`config.mk`:
```
export PLATFORM = sky130hd
export DESIGN_NAME = polar_fix_firing_solution_core_flat
export DESIGN_NICKNAME = d
export VERILOG_FILES = /design/src/pffs_pkg.sv /design/src/pffs_if.sv /design/src/pffs_ctrl.sv /design/src/pffs_dp.sv /design/src/polar_fix_firing_solution_core.sv /design/src/flat_wrapper.sv
export SDC_FILE = /design/constraint.sdc
export NUM_CORES = 2
export LEC_CHECK = 0
export CAP_MARGIN = 10
export CORE_UTILIZATION = 35
export CTS_CLUSTER_SIZE = 8
export DETAILED_ROUTE_END_ITERATION = 6
export DONT_BUFFER_PORTS = 1
export SETUP_SLACK_MARGIN = 0.1
export SLEW_MARGIN = 20
export SYNTH_ARGS = -nofsm -noshare
export SYNTH_HDL_FRONTEND = slang
export SYNTH_SLANG_ARGS = --single-unit
```
`constraint.sdc`:
```
create_clock -name i_clk -period 9.7 [get_ports i_clk]
set_input_delay 1.94 -clock i_clk [delete_from_list [all_inputs] [get_ports i_clk]]
set_output_delay 1.94 -clock i_clk [all_outputs]
set_load 0.01 [all_outputs]
```
`src/pffs_pkg.sv`:
```
`timescale 1ns / 1ps
`default_nettype none
// pffs_pkg: shared constants, types and the arctangent table for the firing solution core.
// No dependencies.
package pffs_pkg;

    localparam int DISTANCE_BITS = 12;
    localparam int FRACTION_BITS = 8;
    localparam int CORDIC_STEPS  = 16;

    localparam int DIST_IN_W  = 12;
    localparam int AZIM_IN_W  = 9;
    localparam int RANGE_W    = 14;
    localparam int BEARING_W  = 9;

    localparam int TABLE_LEN  = 24;
    localparam int ANG_FRAC   = 22;
    localparam int STEPS_USED = (CORDIC_STEPS > TABLE_LEN) ? TABLE_LEN : CORDIC_STEPS;
    localparam int STEP_W     = $clog2(TABLE_LEN);

    localparam int COORD_W  = DISTANCE_BITS + FRACTION_BITS + 1;
    localparam int DIFF_W   = COORD_W + 3;
    localparam int MB_W     = 32;
    localparam int PROD_W   = DIFF_W + MB_W;
    localparam int VEC_W    = DIFF_W + 19;
    localparam int Z_W      = 33;
    localparam int RND_SH   = 30 - FRACTION_BITS;
    localparam int RANGE_SH = 16 + FRACTION_BITS;

    localparam int UNIT_Q30  = 652032874;
    localparam int GAIN_Q16  = 39797;
    localparam int RANGE_MAX = 16383;
    localparam int HALF_TURN = 180;
    localparam int FULL_TURN = 360;
    localparam int QTR_TURN  = 90;

    localparam logic [1:0] STAGE_GUN    = 2'd0;
    localparam logic [1:0] STAGE_TARGET = 2'd1;
    localparam logic [1:0] STAGE_IMPACT = 2'd2;
    localparam logic [1:0] STAGE_CLEAR  = 2'd3;

    typedef struct packed {
        logic                load;
        logic                rot_init;
        logic                step;
        logic                vector;
        logic [STEP_W-1:0]   step_idx;
        logic                mul_x;
        logic                mul_y;
        logic                put_py;
        logic                apply;
        logic                gain_x;
        logic                gain_y;
        logic                vec_init;
        logic                finish;
        logic                emit;
        logic [1:0]          stage;
    } t_cmd;

    typedef struct packed {
        logic accept;
        logic out_free;
    } t_sts;

    function automatic logic [31:0] atan_deg(input logic [STEP_W-1:0] i);
        logic [31:0] v;
        case (i)
            5'd0:  v = 32'd188743680;
            5'd1:  v = 32'd111421900;
            5'd2:  v = 32'd58872272;
            5'd3:  v = 32'd29884485;
            5'd4:  v = 32'd15000234;
            5'd5:  v = 32'd7507429;
            5'd6:  v = 32'd3754631;
            5'd7:  v = 32'd1877430;
            5'd8:  v = 32'd938729;
            5'd9:  v = 32'd469366;
            5'd10: v = 32'd234683;
            5'd11: v = 32'd117342;
            5'd12: v = 32'd58671;
            5'd13: v = 32'd29335;
            5'd14: v = 32'd14668;
            5'd15: v = 32'd7334;
            5'd16: v = 32'd3667;
            5'd17: v = 32'd1833;
            5'd18: v = 32'd917;
            5'd19: v = 32'd458;
            5'd20: v = 32'd229;
            5'd21: v = 32'd115;
            5'd22: v = 32'd57;
            5'd23: v = 32'd29;
            default: v = 32'd0;
        endcase
        return v;
    endfunction

endpackage
`default_nettype wire

```
`src/pffs_if.sv`:
```
`timescale 1ns / 1ps
`default_nettype none
// pffs_in_if / pffs_out_if: valid-ready channels for fixes and solutions.
// Depends on pffs_pkg.
interface pffs_in_if;
    logic                              valid;
    logic                              ready;
    logic [pffs_pkg::DIST_IN_W-1:0]    fix_distance;
    logic [pffs_pkg::AZIM_IN_W-1:0]    fix_azimuth;
    modport source (output valid, output fix_distance, output fix_azimuth, input ready);
    modport sink   (input valid, input fix_distance, input fix_azimuth, output ready);
endinterface

interface pffs_out_if;
    logic                                    valid;
    logic                                    ready;
    logic [1:0]                              stage_taken;
    logic                                    solution_valid;
    logic [pffs_pkg::RANGE_W-1:0]            solution_range;
    logic signed [pffs_pkg::BEARING_W-1:0]   solution_bearing;
    modport source (output valid, output stage_taken, output solution_valid,
                    output solution_range, output solution_bearing, input ready);
    modport sink   (input valid, input stage_taken, input solution_valid,
                    input solution_range, input solution_bearing, output ready);
endinterface
`default_nettype wire

```
`src/pffs_ctrl.sv`:
```
`timescale 1ns / 1ps
`default_nettype none
// pffs_ctrl: sequencer for stage handling, CORDIC step counting and result handoff.
// Depends on pffs_pkg.
module pffs_ctrl (
    input  wire logic          i_clk,
    input  wire logic          i_rst_n,
    input  wire pffs_pkg::t_sts i_sts,
    output pffs_pkg::t_cmd     o_cmd,
    output logic               o_ready
);
    import pffs_pkg::*;

    typedef enum logic [12:0] {
        S_IDLE  = 13'b0000000000001,
        S_RINIT = 13'b0000000000010,
        S_ROT   = 13'b0000000000100,
        S_MX    = 13'b0000000001000,
        S_MY    = 13'b0000000010000,
        S_PY    = 13'b0000000100000,
        S_APPLY = 13'b0000001000000,
        S_GX    = 13'b0000010000000,
        S_GY    = 13'b0000100000000,
        S_VINIT = 13'b0001000000000,
        S_VEC   = 13'b0010000000000,
        S_FIN   = 13'b0100000000000,
        S_EMIT  = 13'b1000000000000
    } t_state;

    localparam logic [STEP_W-1:0] LAST_STEP = STEP_W'(STEPS_USED - 1);

    t_state            r_state, n_state;
    logic [STEP_W-1:0] r_step, n_step;
    logic [1:0]        r_stage, n_stage;
    logic              w_solve;

    assign w_solve = (r_stage == STAGE_TARGET) || (r_stage == STAGE_IMPACT);

    always_comb begin
        n_state = r_state;
        n_step  = r_step;
        n_stage = r_stage;
        o_cmd   = '0;
        o_cmd.stage    = r_stage;
        o_cmd.step_idx = r_step;
        o_ready = (r_state == S_IDLE);
        case (r_state)
            S_IDLE: begin
                if (i_sts.accept) begin
                    o_cmd.load = 1'b1;
                    n_state = S_RINIT;
                end
            end
            S_RINIT: begin
                o_cmd.rot_init = 1'b1;
                n_step  = '0;
                n_state = S_ROT;
            end
            S_ROT: begin
                o_cmd.step = 1'b1;
                n_step = r_step + 1'b1;
                if (r_step == LAST_STEP) begin
                    n_state = S_MX;
                end
            end
            S_MX: begin
                o_cmd.mul_x = 1'b1;
                n_state = S_MY;
            end
            S_MY: begin
                o_cmd.mul_y = 1'b1;
                n_state = S_PY;
            end
            S_PY: begin
                o_cmd.put_py = 1'b1;
                n_state = S_APPLY;
            end
            S_APPLY: begin
                o_cmd.apply = 1'b1;
                n_state = w_solve ? S_GX : S_FIN;
            end
            S_GX: begin
                o_cmd.gain_x = 1'b1;
                n_state = S_GY;
            end
            S_GY: begin
                o_cmd.gain_y = 1'b1;
                n_state = S_VINIT;
            end
            S_VINIT: begin
                o_cmd.vec_init = 1'b1;
                n_step  = '0;
                n_state = S_VEC;
            end
            S_VEC: begin
                o_cmd.step   = 1'b1;
                o_cmd.vector = 1'b1;
                n_step = r_step + 1'b1;
                if (r_step == LAST_STEP) begin
                    n_state = S_FIN;
                end
            end
            S_FIN: begin
                o_cmd.finish = 1'b1;
                n_state = S_EMIT;
            end
            S_EMIT: begin
                if (i_sts.out_free) begin
                    o_cmd.emit = 1'b1;
                    n_stage = r_stage + 2'd1;
                    n_state = S_IDLE;
                end
            end
            default: n_state = S_IDLE;
        endcase
    end

    always_ff @(posedge i_clk) begin
        if (!i_rst_n) begin
            r_state <= S_IDLE;
            r_step  <= '0;
            r_stage <= STAGE_GUN;
        end else begin
            r_state <= n_state;
            r_step  <= n_step;
            r_stage <= n_stage;
        end
    end

endmodule
`default_nettype wire

```
`src/pffs_dp.sv`:
```
`timescale 1ns / 1ps
`default_nettype none
// pffs_dp: shared CORDIC unit, shared multiplier and stored gun/target positions.
// Depends on pffs_pkg.
module pffs_dp (
    input  wire logic                                  i_clk,
    input  wire logic                                  i_rst_n,
    input  wire pffs_pkg::t_cmd                        i_cmd,
    input  wire logic [pffs_pkg::DIST_IN_W-1:0]        i_fix_distance,
    input  wire logic [pffs_pkg::AZIM_IN_W-1:0]        i_fix_azimuth,
    output logic [pffs_pkg::RANGE_W-1:0]               o_range,
    output logic signed [pffs_pkg::BEARING_W-1:0]      o_bearing
);
    import pffs_pkg::*;

    localparam int DMAX = (1 << DISTANCE_BITS) - 1;
    localparam logic signed [COORD_W-1:0] C_LIM = COORD_W'((1 << (COORD_W - 1)) - 1);

    logic [DISTANCE_BITS-1:0]     r_d;
    logic                         r_neg;
    logic signed [VEC_W-1:0]      r_x, r_y;
    logic signed [Z_W-1:0]        r_z;
    logic signed [PROD_W-1:0]     r_prod;
    logic signed [COORD_W-1:0]    r_px, r_py;
    logic signed [COORD_W-1:0]    r_gx, r_gy, r_tx, r_ty;
    logic signed [DIFF_W-1:0]     r_dx, r_dy;

    logic [31:0]                  w_dext;
    logic signed [10:0]           w_am, w_af;
    logic                         w_fneg;
    logic signed [DIFF_W-1:0]     w_ma;
    logic signed [MB_W-1:0]       w_mb, w_xlo, w_ylo;
    logic signed [VEC_W-1:0]      w_xs, w_ys;
    logic signed [Z_W-1:0]        w_at;
    logic                         w_ccw;
    logic signed [COORD_W-1:0]    w_pr;
    logic signed [PROD_W-1:0]     w_rnd;
    logic signed [VEC_W-1:0]      w_rq;
    logic signed [Z_W-1:0]        w_zmag, w_zq;
    logic signed [Z_W-1:0]        w_deg;
    logic                         w_zero, w_solve;

    always_comb begin
        w_dext = 32'(i_fix_distance);
        w_am = (11'(i_fix_azimuth) >= 11'(FULL_TURN)) ?
               11'(i_fix_azimuth) - 11'(FULL_TURN) : 11'(i_fix_azimuth);
        if (w_am > 11'sd180) begin
            w_am = w_am - 11'(FULL_TURN);
        end
        w_fneg = 1'b0;
        w_af   = w_am;
        if (w_am > 11'(QTR_TURN)) begin
            w_af = w_am - 11'(HALF_TURN);
            w_fneg = 1'b1;
        end else if (w_am < -11'sd90) begin
            w_af = w_am + 11'(HALF_TURN);
            w_fneg = 1'b1;
        end
    end

    always_comb begin
        w_xlo = r_x[MB_W-1:0];
        w_ylo = r_y[MB_W-1:0];
        w_ma  = DIFF_W'($signed({1'b0, r_d}));
        w_mb  = r_neg ? -w_xlo : w_xlo;
        if (i_cmd.mul_y) begin
            w_mb = r_neg ? -w_ylo : w_ylo;
        end else if (i_cmd.gain_x) begin
            w_ma = r_dx;
            w_mb = MB_W'(GAIN_Q16);
        end else if (i_cmd.gain_y) begin
            w_ma = r_dy;
            w_mb = MB_W'(GAIN_Q16);
        end
    end

    always_comb begin
        w_xs  = r_x >>> i_cmd.step_idx;
        w_ys  = r_y >>> i_cmd.step_idx;
        w_at  = Z_W'(atan_deg(i_cmd.step_idx));
        w_ccw = i_cmd.vector ? r_y[VEC_W-1] : !r_z[Z_W-1];
    end

    always_comb begin
        w_rnd = (r_prod + (PROD_W'(1) <<< (RND_SH - 1))) >>> RND_SH;
        if (w_rnd > PROD_W'(C_LIM)) begin
            w_pr = C_LIM;
        end else if (w_rnd < -PROD_W'(C_LIM)) begin
            w_pr = -C_LIM;
        end else begin
            w_pr = w_rnd[COORD_W-1:0];
        end
    end

    always_comb begin
        w_rq   = r_x >>> RANGE_SH;
        w_zmag = r_z[Z_W-1] ? -r_z : r_z;
        w_zq   = w_zmag >>> ANG_FRAC;
        if (w_zq > Z_W'(HALF_TURN)) begin
            w_zq = Z_W'(HALF_TURN);
        end
        w_deg   = r_z[Z_W-1] ? -w_zq : w_zq;
        w_zero  = (r_dx == '0) && (r_dy == '0);
        w_solve = (i_cmd.stage == STAGE_TARGET) || (i_cmd.stage == STAGE_IMPACT);
    end

    always_ff @(posedge i_clk) begin
        if (i_cmd.load) begin
            r_d <= (w_dext > 32'(DMAX)) ? DISTANCE_BITS'(DMAX) : DISTANCE_BITS'(w_dext);
            r_neg <= w_fneg;
            r_z <= Z_W'(w_af) <<< ANG_FRAC;
        end
        if (i_cmd.rot_init) begin
            r_x <= VEC_W'(UNIT_Q30);
            r_y <= '0;
        end
        if (i_cmd.step) begin
            if (w_ccw) begin
                r_x <= r_x - w_ys;
                r_y <= r_y + w_xs;
                r_z <= r_z - w_at;
            end else begin
                r_x <= r_x + w_ys;
                r_y <= r_y - w_xs;
                r_z <= r_z + w_at;
            end
        end
        if (i_cmd.mul_x || i_cmd.mul_y || i_cmd.gain_x || i_cmd.gain_y) begin
            r_prod <= PROD_W'(w_ma) * PROD_W'(w_mb);
        end
        if (i_cmd.mul_y) begin
            r_px <= w_pr;
        end
        if (i_cmd.put_py) begin
            r_py <= w_pr;
        end
        if (i_cmd.gain_y) begin
            r_x <= VEC_W'(r_prod);
        end
        if (i_cmd.vec_init) begin
            if (r_dx[DIFF_W-1]) begin
                r_x <= -r_x;
                r_y <= -VEC_W'(r_prod);
                r_z <= r_dy[DIFF_W-1] ? -(Z_W'(HALF_TURN) <<< ANG_FRAC)
                                      : (Z_W'(HALF_TURN) <<< ANG_FRAC);
            end else begin
                r_y <= VEC_W'(r_prod);
                r_z <= '0;
            end
        end
        if (!i_rst_n) begin
            r_gx <= '0;
            r_gy <= '0;
            r_tx <= '0;
            r_ty <= '0;
        end else if (i_cmd.apply) begin
            r_dx <= '0;
            r_dy <= '0;
            case (i_cmd.stage)
                STAGE_GUN: begin
                    r_gx <= r_px;
                    r_gy <= r_py;
                end
                STAGE_TARGET: begin
                    r_tx <= r_px;
                    r_ty <= r_py;
                    r_dx <= DIFF_W'(r_px) - DIFF_W'(r_gx);
                    r_dy <= DIFF_W'(r_py) - DIFF_W'(r_gy);
                end
                STAGE_IMPACT: begin
                    r_dx <= (DIFF_W'(r_tx) <<< 1) - DIFF_W'(r_px) - DIFF_W'(r_gx);
                    r_dy <= (DIFF_W'(r_ty) <<< 1) - DIFF_W'(r_py) - DIFF_W'(r_gy);
                end
                default: begin
                    r_gx <= '0;
                    r_gy <= '0;
                    r_tx <= '0;
                    r_ty <= '0;
                end
            endcase
        end
        if (i_cmd.finish) begin
            if (!w_solve || w_zero) begin
                o_range   <= '0;
                o_bearing <= '0;
            end else begin
                if (w_rq < 0) begin
                    o_range <= '0;
                end else if (w_rq > VEC_W'(RANGE_MAX)) begin
                    o_range <= RANGE_W'(RANGE_MAX);
                end else begin
                    o_range <= w_rq[RANGE_W-1:0];
                end
                o_bearing <= w_deg[BEARING_W-1:0];
            end
        end
    end

endmodule
`default_nettype wire

```
`src/polar_fix_firing_solution_core.sv`:
```
`timescale 1ns / 1ps
`default_nettype none
// Firing solution core: one result item per fix. Target and impact fixes pass through the
// shared CORDIC unit twice, CORDIC_STEPS iterations each, plus multiply, store and result
// handoff steps. Gun and clear fixes skip the vectoring pass. The core returns to idle
// before the next fix is taken, and a full result register adds its wait. Stage cycles
// gun, target, impact, clear. A new item is taken while the last result waits.
// Depends on pffs_pkg, pffs_if, pffs_ctrl, pffs_dp.
module polar_fix_firing_solution_core (
    input  wire logic    i_clk,
    input  wire logic    i_rst_n,
    pffs_in_if.sink      i_in,
    pffs_out_if.source   o_out
);
    import pffs_pkg::*;

    t_cmd                        w_cmd;
    t_sts                        w_sts;
    logic                        w_ready;
    logic [RANGE_W-1:0]          w_range;
    logic signed [BEARING_W-1:0] w_bearing;
    logic                        r_ovalid;
    logic [1:0]                  r_stage;
    logic                        r_svalid;
    logic [RANGE_W-1:0]          r_range;
    logic signed [BEARING_W-1:0] r_bearing;

    assign i_in.ready       = w_ready;
    assign w_sts.accept     = i_in.valid && w_ready;
    assign w_sts.out_free   = !r_ovalid || o_out.ready;

    pffs_ctrl u_ctrl (
        .i_clk   (i_clk),
        .i_rst_n (i_rst_n),
        .i_sts   (w_sts),
        .o_cmd   (w_cmd),
        .o_ready (w_ready)
    );

    pffs_dp u_dp (
        .i_clk          (i_clk),
        .i_rst_n        (i_rst_n),
        .i_cmd          (w_cmd),
        .i_fix_distance (i_in.fix_distance),
        .i_fix_azimuth  (i_in.fix_azimuth),
        .o_range        (w_range),
        .o_bearing      (w_bearing)
    );

    always_ff @(posedge i_clk) begin
        if (!i_rst_n) begin
            r_ovalid <= 1'b0;
        end else if (w_cmd.emit) begin
            r_ovalid <= 1'b1;
        end else if (o_out.ready) begin
            r_ovalid <= 1'b0;
        end
        if (w_cmd.emit) begin
            r_stage   <= w_cmd.stage;
            r_svalid  <= (w_cmd.stage == STAGE_TARGET) || (w_cmd.stage == STAGE_IMPACT);
            r_range   <= w_range;
            r_bearing <= w_bearing;
        end
    end

    assign o_out.valid            = r_ovalid;
    assign o_out.stage_taken      = r_stage;
    assign o_out.solution_valid   = r_svalid;
    assign o_out.solution_range   = r_range;
    assign o_out.solution_bearing = r_bearing;

    a_valid_stage: assert property (@(posedge i_clk) disable iff (!i_rst_n)
        o_out.valid |-> (o_out.solution_valid ==
            ((o_out.stage_taken == STAGE_TARGET) || (o_out.stage_taken == STAGE_IMPACT))))
        else $error("solution flag does not match stage");

    a_no_sol_zero: assert property (@(posedge i_clk) disable iff (!i_rst_n)
        (o_out.valid && !o_out.solution_valid) |->
            (o_out.solution_range == '0) && (o_out.solution_bearing == '0))
        else $error("nonzero solution in a stage without one");

    a_busy_after_accept: assert property (@(posedge i_clk) disable iff (!i_rst_n)
        (i_in.valid && i_in.ready) |=> !i_in.ready)
        else $error("item taken while busy");

    a_emit_free: assert property (@(posedge i_clk) disable iff (!i_rst_n)
        w_cmd.emit |-> (!r_ovalid || o_out.ready))
        else $error("result overwritten before taken");

endmodule
`default_nettype wire

```
`src/flat_wrapper.sv`:
```
// flat-port wrapper written by rule: the top's interface ports become plain ports
module polar_fix_firing_solution_core_flat import pffs_pkg::*;
  (i_clk, i_rst_n, i_in_valid, i_in_fix_distance, i_in_fix_azimuth, i_in_ready, o_out_valid, o_out_stage_taken, o_out_solution_valid, o_out_solution_range, o_out_solution_bearing, o_out_ready);
  pffs_in_if i_in_i ();
  pffs_out_if o_out_i ();
  input  wire logic i_clk;
  input  wire logic i_rst_n;
  input wire logic [$bits(i_in_i.valid)-1:0] i_in_valid;
  input wire logic [$bits(i_in_i.fix_distance)-1:0] i_in_fix_distance;
  input wire logic [$bits(i_in_i.fix_azimuth)-1:0] i_in_fix_azimuth;
  output wire logic [$bits(i_in_i.ready)-1:0] i_in_ready;
  output wire logic [$bits(o_out_i.valid)-1:0] o_out_valid;
  output wire logic [$bits(o_out_i.stage_taken)-1:0] o_out_stage_taken;
  output wire logic [$bits(o_out_i.solution_valid)-1:0] o_out_solution_valid;
  output wire logic [$bits(o_out_i.solution_range)-1:0] o_out_solution_range;
  output wire logic [$bits(o_out_i.solution_bearing)-1:0] o_out_solution_bearing;
  input wire logic [$bits(o_out_i.ready)-1:0] o_out_ready;
  assign i_in_i.valid = i_in_valid;
  assign i_in_i.fix_distance = i_in_fix_distance;
  assign i_in_i.fix_azimuth = i_in_fix_azimuth;
  assign i_in_ready = i_in_i.ready;
  assign o_out_valid = o_out_i.valid;
  assign o_out_stage_taken = o_out_i.stage_taken;
  assign o_out_solution_valid = o_out_i.solution_valid;
  assign o_out_solution_range = o_out_i.solution_range;
  assign o_out_solution_bearing = o_out_i.solution_bearing;
  assign o_out_i.ready = o_out_ready;
  polar_fix_firing_solution_core u_core (.i_clk(i_clk), .i_rst_n(i_rst_n), .i_in(i_in_i), .o_out(o_out_i));
endmodule
```
# [Word level (Yosys, flattened, before mapping)]
# Memories as Yosys holds them, arrays and structs flattened. A register that Yosys moved wholly into a read port is not among the register bits.
# Cells that the tools add are included.
[word_totals] ff_bits=432 latch_bits=0 mem_bits_rw=0 rom_bits=896 inputBits=25 wordCells=182 memories=1
[op_classes] n_addsub=25 mul=1 div=0 order_cmp=10 n_eq_ne=20 shifts=2 mux=69 bitwise_logic=2 reduce_logical=28
[mem_list] memory="(name not given)" depth=32 word_bits=28 rd=1 rd_clocked_by_memory_dff=1 write_ports=0 line="pffs_pkg.sv:67" rtl="case (i)"
[op_table] operator="$mux W43" n=11
[op_table] operator="$mux W33" n=7
[op_table] operator="$pmux W13 S13" n=1
[op_table] operator="$pmux W21 S2" n=4
[op_table] operator="$mux W32" n=5
[op_table] operator="$pmux W24 S2" n=2
[op_table] operator="$add A43 B43 Y43" n=2
[op_table] operator="$neg A43 Y43" n=2
[op_table] operator="$sshr A43 B5 Y43" n=2
[op_table] operator="$sub A43 B43 Y43" n=2
[op_table] operator="$mux W24" n=3
[op_table] operator="$neg A32 Y32" n=2
[op_table] operator="$add A56 B23 Y56 const B" n=1
[op_table] operator="$mul A24 B32 Y56" n=1
[op_table] operator="$mux W13" n=4
[op_table] operator="$logic_not A24 Y1" n=2
[op_table] operator="$sub A23 B21 Y24" n=2
[op_table] operator="$sub A22 B21 Y23" n=2
[op_table] operator="$mux W11" n=4
[op_table] operator="$sub A21 B21 Y22" n=2
[op_table] operator="$mux W21" n=2
[op_table] operator="$gt A34 B21 Y1 const B" n=1
[op_table] operator="$lt A34 B21 Y1 const B" n=1
[op_table] operator="$add A33 B33 Y33" n=1
[op_table] operator="other kinds (49)" n=91

# [Depth between registers and ports, before layout]
[logic_depth] ltp_word=10 mapped_depth=41 depth_no_buf=39

# [Cells and area by module]
# Synthesis repeated with hierarchy kept, for this count alone.
[unflattened] hier_cells=7535 hier_area_um2=68331.8
[modules_own_cells] module="pffs_dp" n_inst=1 cells_each=7369 area_each_um2=66291.1 seq_area_each_um2=10299.9
[modules_own_cells] module="pffs_ctrl" n_inst=1 cells_each=134 area_each_um2=1196.1 seq_area_each_um2=400.4
[modules_own_cells] module="polar_fix_firing_solution_core" n_inst=1 cells_each=32 area_each_um2=844.6 seq_area_each_um2=800.8

# [Least setup slack after synthesis]
# OpenSTA, ideal clock, no wires.
[synth_path] kind="reg-to-reg" startpoint="reg u_core.u_dp.r_y[3]" endpoint="reg u_core.u_dp.r_prod[51], data pin" setup_time_ns=0.255 t_arrival_ns=9.667 required_time_ns=9.445 path_slack_ns=-0.222 path_stages_with_launch=34 path_buffers=1 synth_period_minus_slack_ns=9.922 path_cell_list="edfxtp_1 > nor4_1 > nand2_1 > or4_4 > or4_4 > nand2b_1 > or4_1 > o31ai_1 > xor2_1 > o22ai_1 > nand2b_1 > inv_1 > fa_1 > fa_1 > inv_1 > fa_1 > fa_1 > fa_1 > fa_1 > fa_1 > inv_1 > ha_1 > clkbuf_1 > a21o_1 > a21o_1 > a211oi_1 > nor2_1 > o21ai_0 > nand2b_1 > a21oi_1 > o41ai_1 > a31o_2 > or3b_2 > and3_1"
[synth_via] elab_chain_cells=4
[synth_rtl] element="start, declared" line="pffs_dp.sv:21" rtl="logic signed [VEC_W-1:0] r_x, r_y;"
[synth_rtl] element="start signal, assigned" line="pffs_dp.sv:120" rtl="r_y <= r_y + w_xs;"
[synth_rtl] element="start signal, assigned" line="pffs_dp.sv:124" rtl="r_y <= r_y - w_xs;"
[synth_rtl] element="start signal, assigned" line="pffs_dp.sv:143" rtl="r_y <= -VEC_W'(r_prod);"
[synth_rtl] element="$neg A32 Y32" line="pffs_dp.sv:67" rtl="w_mb = r_neg ? -w_ylo : w_ylo;"
[synth_rtl] element="$mux W32 (*)" line="pffs_dp.sv:67"
[synth_rtl] element="$mux W32 (*)" line="pffs_dp.sv:66" rtl="if (i_cmd.mul_y) begin"
[synth_rtl] element="$mul A24 B32 Y56 (*)" line="pffs_dp.sv:129" rtl="r_prod <= PROD_W'(w_ma) * PROD_W'(w_mb);"
[synth_rtl] element="end signal, assigned" line="pffs_dp.sv:129"
[synth_rtl] element="end, declared" line="pffs_dp.sv:23" rtl="logic signed [PROD_W-1:0] r_prod;"
# Every way passes the cells marked *; elsewhere a longest branch is shown, timed or not.
# A chain may end at the register's enable or synchronous reset.

# [Final worst setup path]
[layout_path] startpoint="reg u_core.u_dp.r_y[5]" endpoint="reg u_core.u_dp.r_prod[54], data pin"
# Same word-level chain as after synthesis.

==> impl_metrics.env <==
export IMPL_crit_start="u_core.u_dp.r_y[5]"
export IMPL_routed_wl_um=237000
export IMPL_tns_ns=-0.0338
export IMPL_cts_max_level=3
export IMPL_hold_violations=0
export IMPL_tightest_slew_ns=1.13
export IMPL_diodes=0
export IMPL_grt_max_degree=93
export IMPL_root_buffer="clkbuf_16"
export IMPL_yosysSeqAreaShare=0.174
export IMPL_dpl_cell_area_um2=75600
export IMPL_synth_edff_count=285
export IMPL_slowest_delay_ns=0.56
export IMPL_relSlewSlack=0.246
export IMPL_via_count=59200
export IMPL_clock_sinks=460
export IMPL_syn_area_um2=69400
export IMPL_drc=5
export IMPL_r2r_start="u_core.u_dp.r_y[5]"
export IMPL_utilization=0.404
export IMPL_grt_pass1_wl_um=361000
export IMPL_clock_path_buffers=3
export IMPL_finalWorstSetupSlack_ns=-0.0338
export IMPL_grt_total_usage=0.235
export IMPL_cts_tree="built"
export IMPL_r2r_slack_ns=-0.03
export IMPL_drive_above_1_share=0.137
export IMPL_finalWeightedCongestion=0.972
export IMPL_yosysUniqueCellTypes=113
export IMPL_die_w_um=447
export IMPL_grt_ovfl_total=0
export IMPL_numPortBuffers=0
export IMPL_grt_antenna_before_repair=7
export IMPL_area_delta_synth_final_pct=14.7
export IMPL_path_class="reg2reg"
export IMPL_ys_seq_elements=460
export IMPL_post_route_period_util=1.00
export IMPL_rsz0062_at_grt="yes"
export IMPL_cp_data_arrival_time_ns=10.16
export IMPL_clk_pin_slew_ns=0.05
export IMPL_drv_slew=0
export IMPL_rows=163
export IMPL_hp_class="reg2reg"
export IMPL_worstPathRequired_ns=10.13
export IMPL_rr_worst_depth=37
export IMPL_finalSetupViolCount=1
export IMPL_fp_dieArea_um2=200000
export IMPL_start_kind="flip-flop"
export IMPL_synth_ff_type="edfxtp_1"
export IMPL_fin_nets=9390
export IMPL_period_needed_ns=9.73
export IMPL_clock_fmax_ghz=0.103
export IMPL_min_to="u_core.o_out.solution_range[12]"
export IMPL_cts_hold_buf=0
export IMPL_cp_common_cell="a21o_1"
export IMPL_ys_warnings_count=0
export IMPL_fill_cells=19500
export IMPL_crit_slowest_cell="fa_1"
export IMPL_fin_skew_ns=0.0473
export IMPL_synthCells=7679
export IMPL_ios=53
export IMPL_place_ws_ns=-0.948
export IMPL_core_um2=197000
export IMPL_hold_start="u_core.u_dp.o_range[12]"
export IMPL_status="complete, but fails checks"
export IMPL_hpwl_um=186000
export IMPL_drt_iter0_markers=5303
export IMPL_die_height_um=447
export IMPL_drt_pre_antenna_iters=7
export IMPL_end_kind="flip-flop"
export IMPL_final_cell_area_um2=79600
export IMPL_synth_avg_cell_area_um2=9.04
export IMPL_violations="DRC, setup timing"
export IMPL_clkLatencyLatePin_ns=0.68
export IMPL_routedWlPerCell_um=22.0
export IMPL_ys_async_sr_fraction=0
export IMPL_grt_pass1_vias=59500
export IMPL_r2r_end="u_core.u_dp.r_prod[54]"
export IMPL_avgViaCountPerCell=5.48
export IMPL_numCtsBuffers=72
export IMPL_start_util=0.352
export IMPL_hold_depth=0
export IMPL_maxCapViolCount=0
export IMPL_worstPathMaxFanout=7
export IMPL_antenna_left=0
## registers in the layout, indices dropped and copies added, names as in the netlist, 24 cells and up
register / count
u_core.u_dp.w_at: 28
u_core.u_dp.r_dy: 24
u_core.u_dp.r_z: 33
u_core.u_dp.r_x: 43
u_core.u_dp.r_prod: 56
u_core.u_dp.r_dx: 24
u_core.u_dp.r_y: 43
## logic make-up after synthesis
| kind of cell | after synthesis | synth area share |
|---|---|---|
| buffers and inverters | 1512 | 0.0867 |
| and+or+nand+nor | 1998 | 0.135 |
| adders and majority gates | 1260 | 0.317 |
| muxes | 288 | 0.0662 |
| xor gates and xnor gates | 521 | 0.0658 |
| DFF | 460 | 0.174 |
| other | 2 | 0.000108 |
| AOI/OAI and AO/OA | 1638 | 0.155 |
## layer usage
| layer | routed length (µm) | track usage |
|---|---|---|
| met1 | 95700 | 0.305 |
| met3 | 17900 | 0.0323 |
| met2 | 113000 | 0.394 |
| met4 | 10400 | 0.0940 |
| met5 | 12 | 0 |
## through the flow
stage | hold slack (ns) | cells
floorplan | 0.400 | 7940
global placement | 0.403 | 10600
detailed placement | 0.405 | 10600
CTS | 0.416 | 10800
global route | 0.419 | 10800
finish | 0.414 | 10800
## how the worst max path moves through the flow
stage               cells past startpoint                endpoint
global placement                       37  u_core.u_dp.r_prod[51]
detailed placement                     37  u_core.u_dp.r_prod[51]
finish                                 37  u_core.u_dp.r_prod[54]
CTS                                    34  u_core.u_dp.r_prod[51]
floorplan                              32  u_core.u_dp.r_prod[51]
global route                           37  u_core.u_dp.r_prod[54]
## Yosys cell counts (all sizes together) (46+ instances only)
| cell type | instances | area share |
|---|---|---|
| a211oi | 46 | 0.0050 |
| a21o | 110 | 0.012 |
| a21oi | 435 | 0.031 |
| a22o | 54 | 0.0068 |
| a22oi | 97 | 0.010 |
| a31oi | 59 | 0.0053 |
| buf | 99 | 0.010 |
| clkbuf | 336 | 0.018 |
| dfxtp | 175 | 0.050 |
| edfxtp | 285 | 0.12 |
| fa | 830 | 0.24 |
| ha | 430 | 0.078 |
| inv | 1069 | 0.058 |
| mux2i | 116 | 0.017 |
| mux4 | 127 | 0.042 |
| nand2 | 613 | 0.033 |
| nand2b | 101 | 0.0091 |
| nand3 | 186 | 0.014 |
| nor2 | 605 | 0.033 |
| nor2b | 52 | 0.0047 |
| nor3 | 101 | 0.0075 |
| nor4 | 50 | 0.0053 |
| o21a | 46 | 0.0050 |
| o21ai | 295 | 0.021 |
| o22ai | 109 | 0.0098 |
| o31ai | 56 | 0.0063 |
| or3 | 54 | 0.0049 |
| xnor2 | 265 | 0.033 |
| xor2 | 256 | 0.032 |
## cell type report
cell class | count | area, µm² | area share
clock buffers | 119 | 2090 | 0.0262
clock inverters | 10 | 178 | 0.00223
inverters | 1077 | 4050 | 0.0509
multi-input cells | 5968 | 53700 | 0.674
flip-flops and latches | 460 | 12100 | 0.152
well taps | 2640 | 3300 | 0.0415
repair buffers | 526 | 4240 | 0.0533
## layout by cell type, fill, tap and decap left out, types with 96 or more instances in the layout
cell type / netlist / layout
nand2_1: 613 / 602
dfxtp_1: 175 / 170
mux2i_1: 114 / 114
a21oi_1: 434 / 413
nor2_1: 604 / 580
o22ai_1: 109 / 101
o21ai_0: 276 / 258
nand2b_1: 101 / 96
a22oi_1: 97 / 96
ha_1: 430 / 406
xnor2_1: 265 / 259
edfxtp_1: 285 / 285
xor2_1: 256 / 251
a21o_1: 110 / 110
mux4_2: 115 / 115
conb_1: 2 / 263
nand3_1: 184 / 180
fa_1: 830 / 806
buf_4: 17 / 489
inv_1: 1067 / 1048
## critical path: cells and delay by family (launching register included)
kind / cells / cell delay, ns
buffers and inverters: 8 / 0.75
and+or+nand+nor: 7 / 2.11
AOI/OAI and AO/OA: 12 / 2.21
DFF: 1 / 0.44
xor gates and xnor gates: 2 / 0.20
adders and majority gates: 8 / 3.77
## timing repair
action / 4_1_cts / 5_1_grt
setup buffers: 19 / 27
resized for setup: 115 / 182
hold endpoints to repair: 0 / 0
pin swaps: 58 / 99
endpoints found under the setup margin: 28 / 27
Power is not shown: default switching activity piles up to over one toggle a cycle in this logic, so the estimate is an artifact.
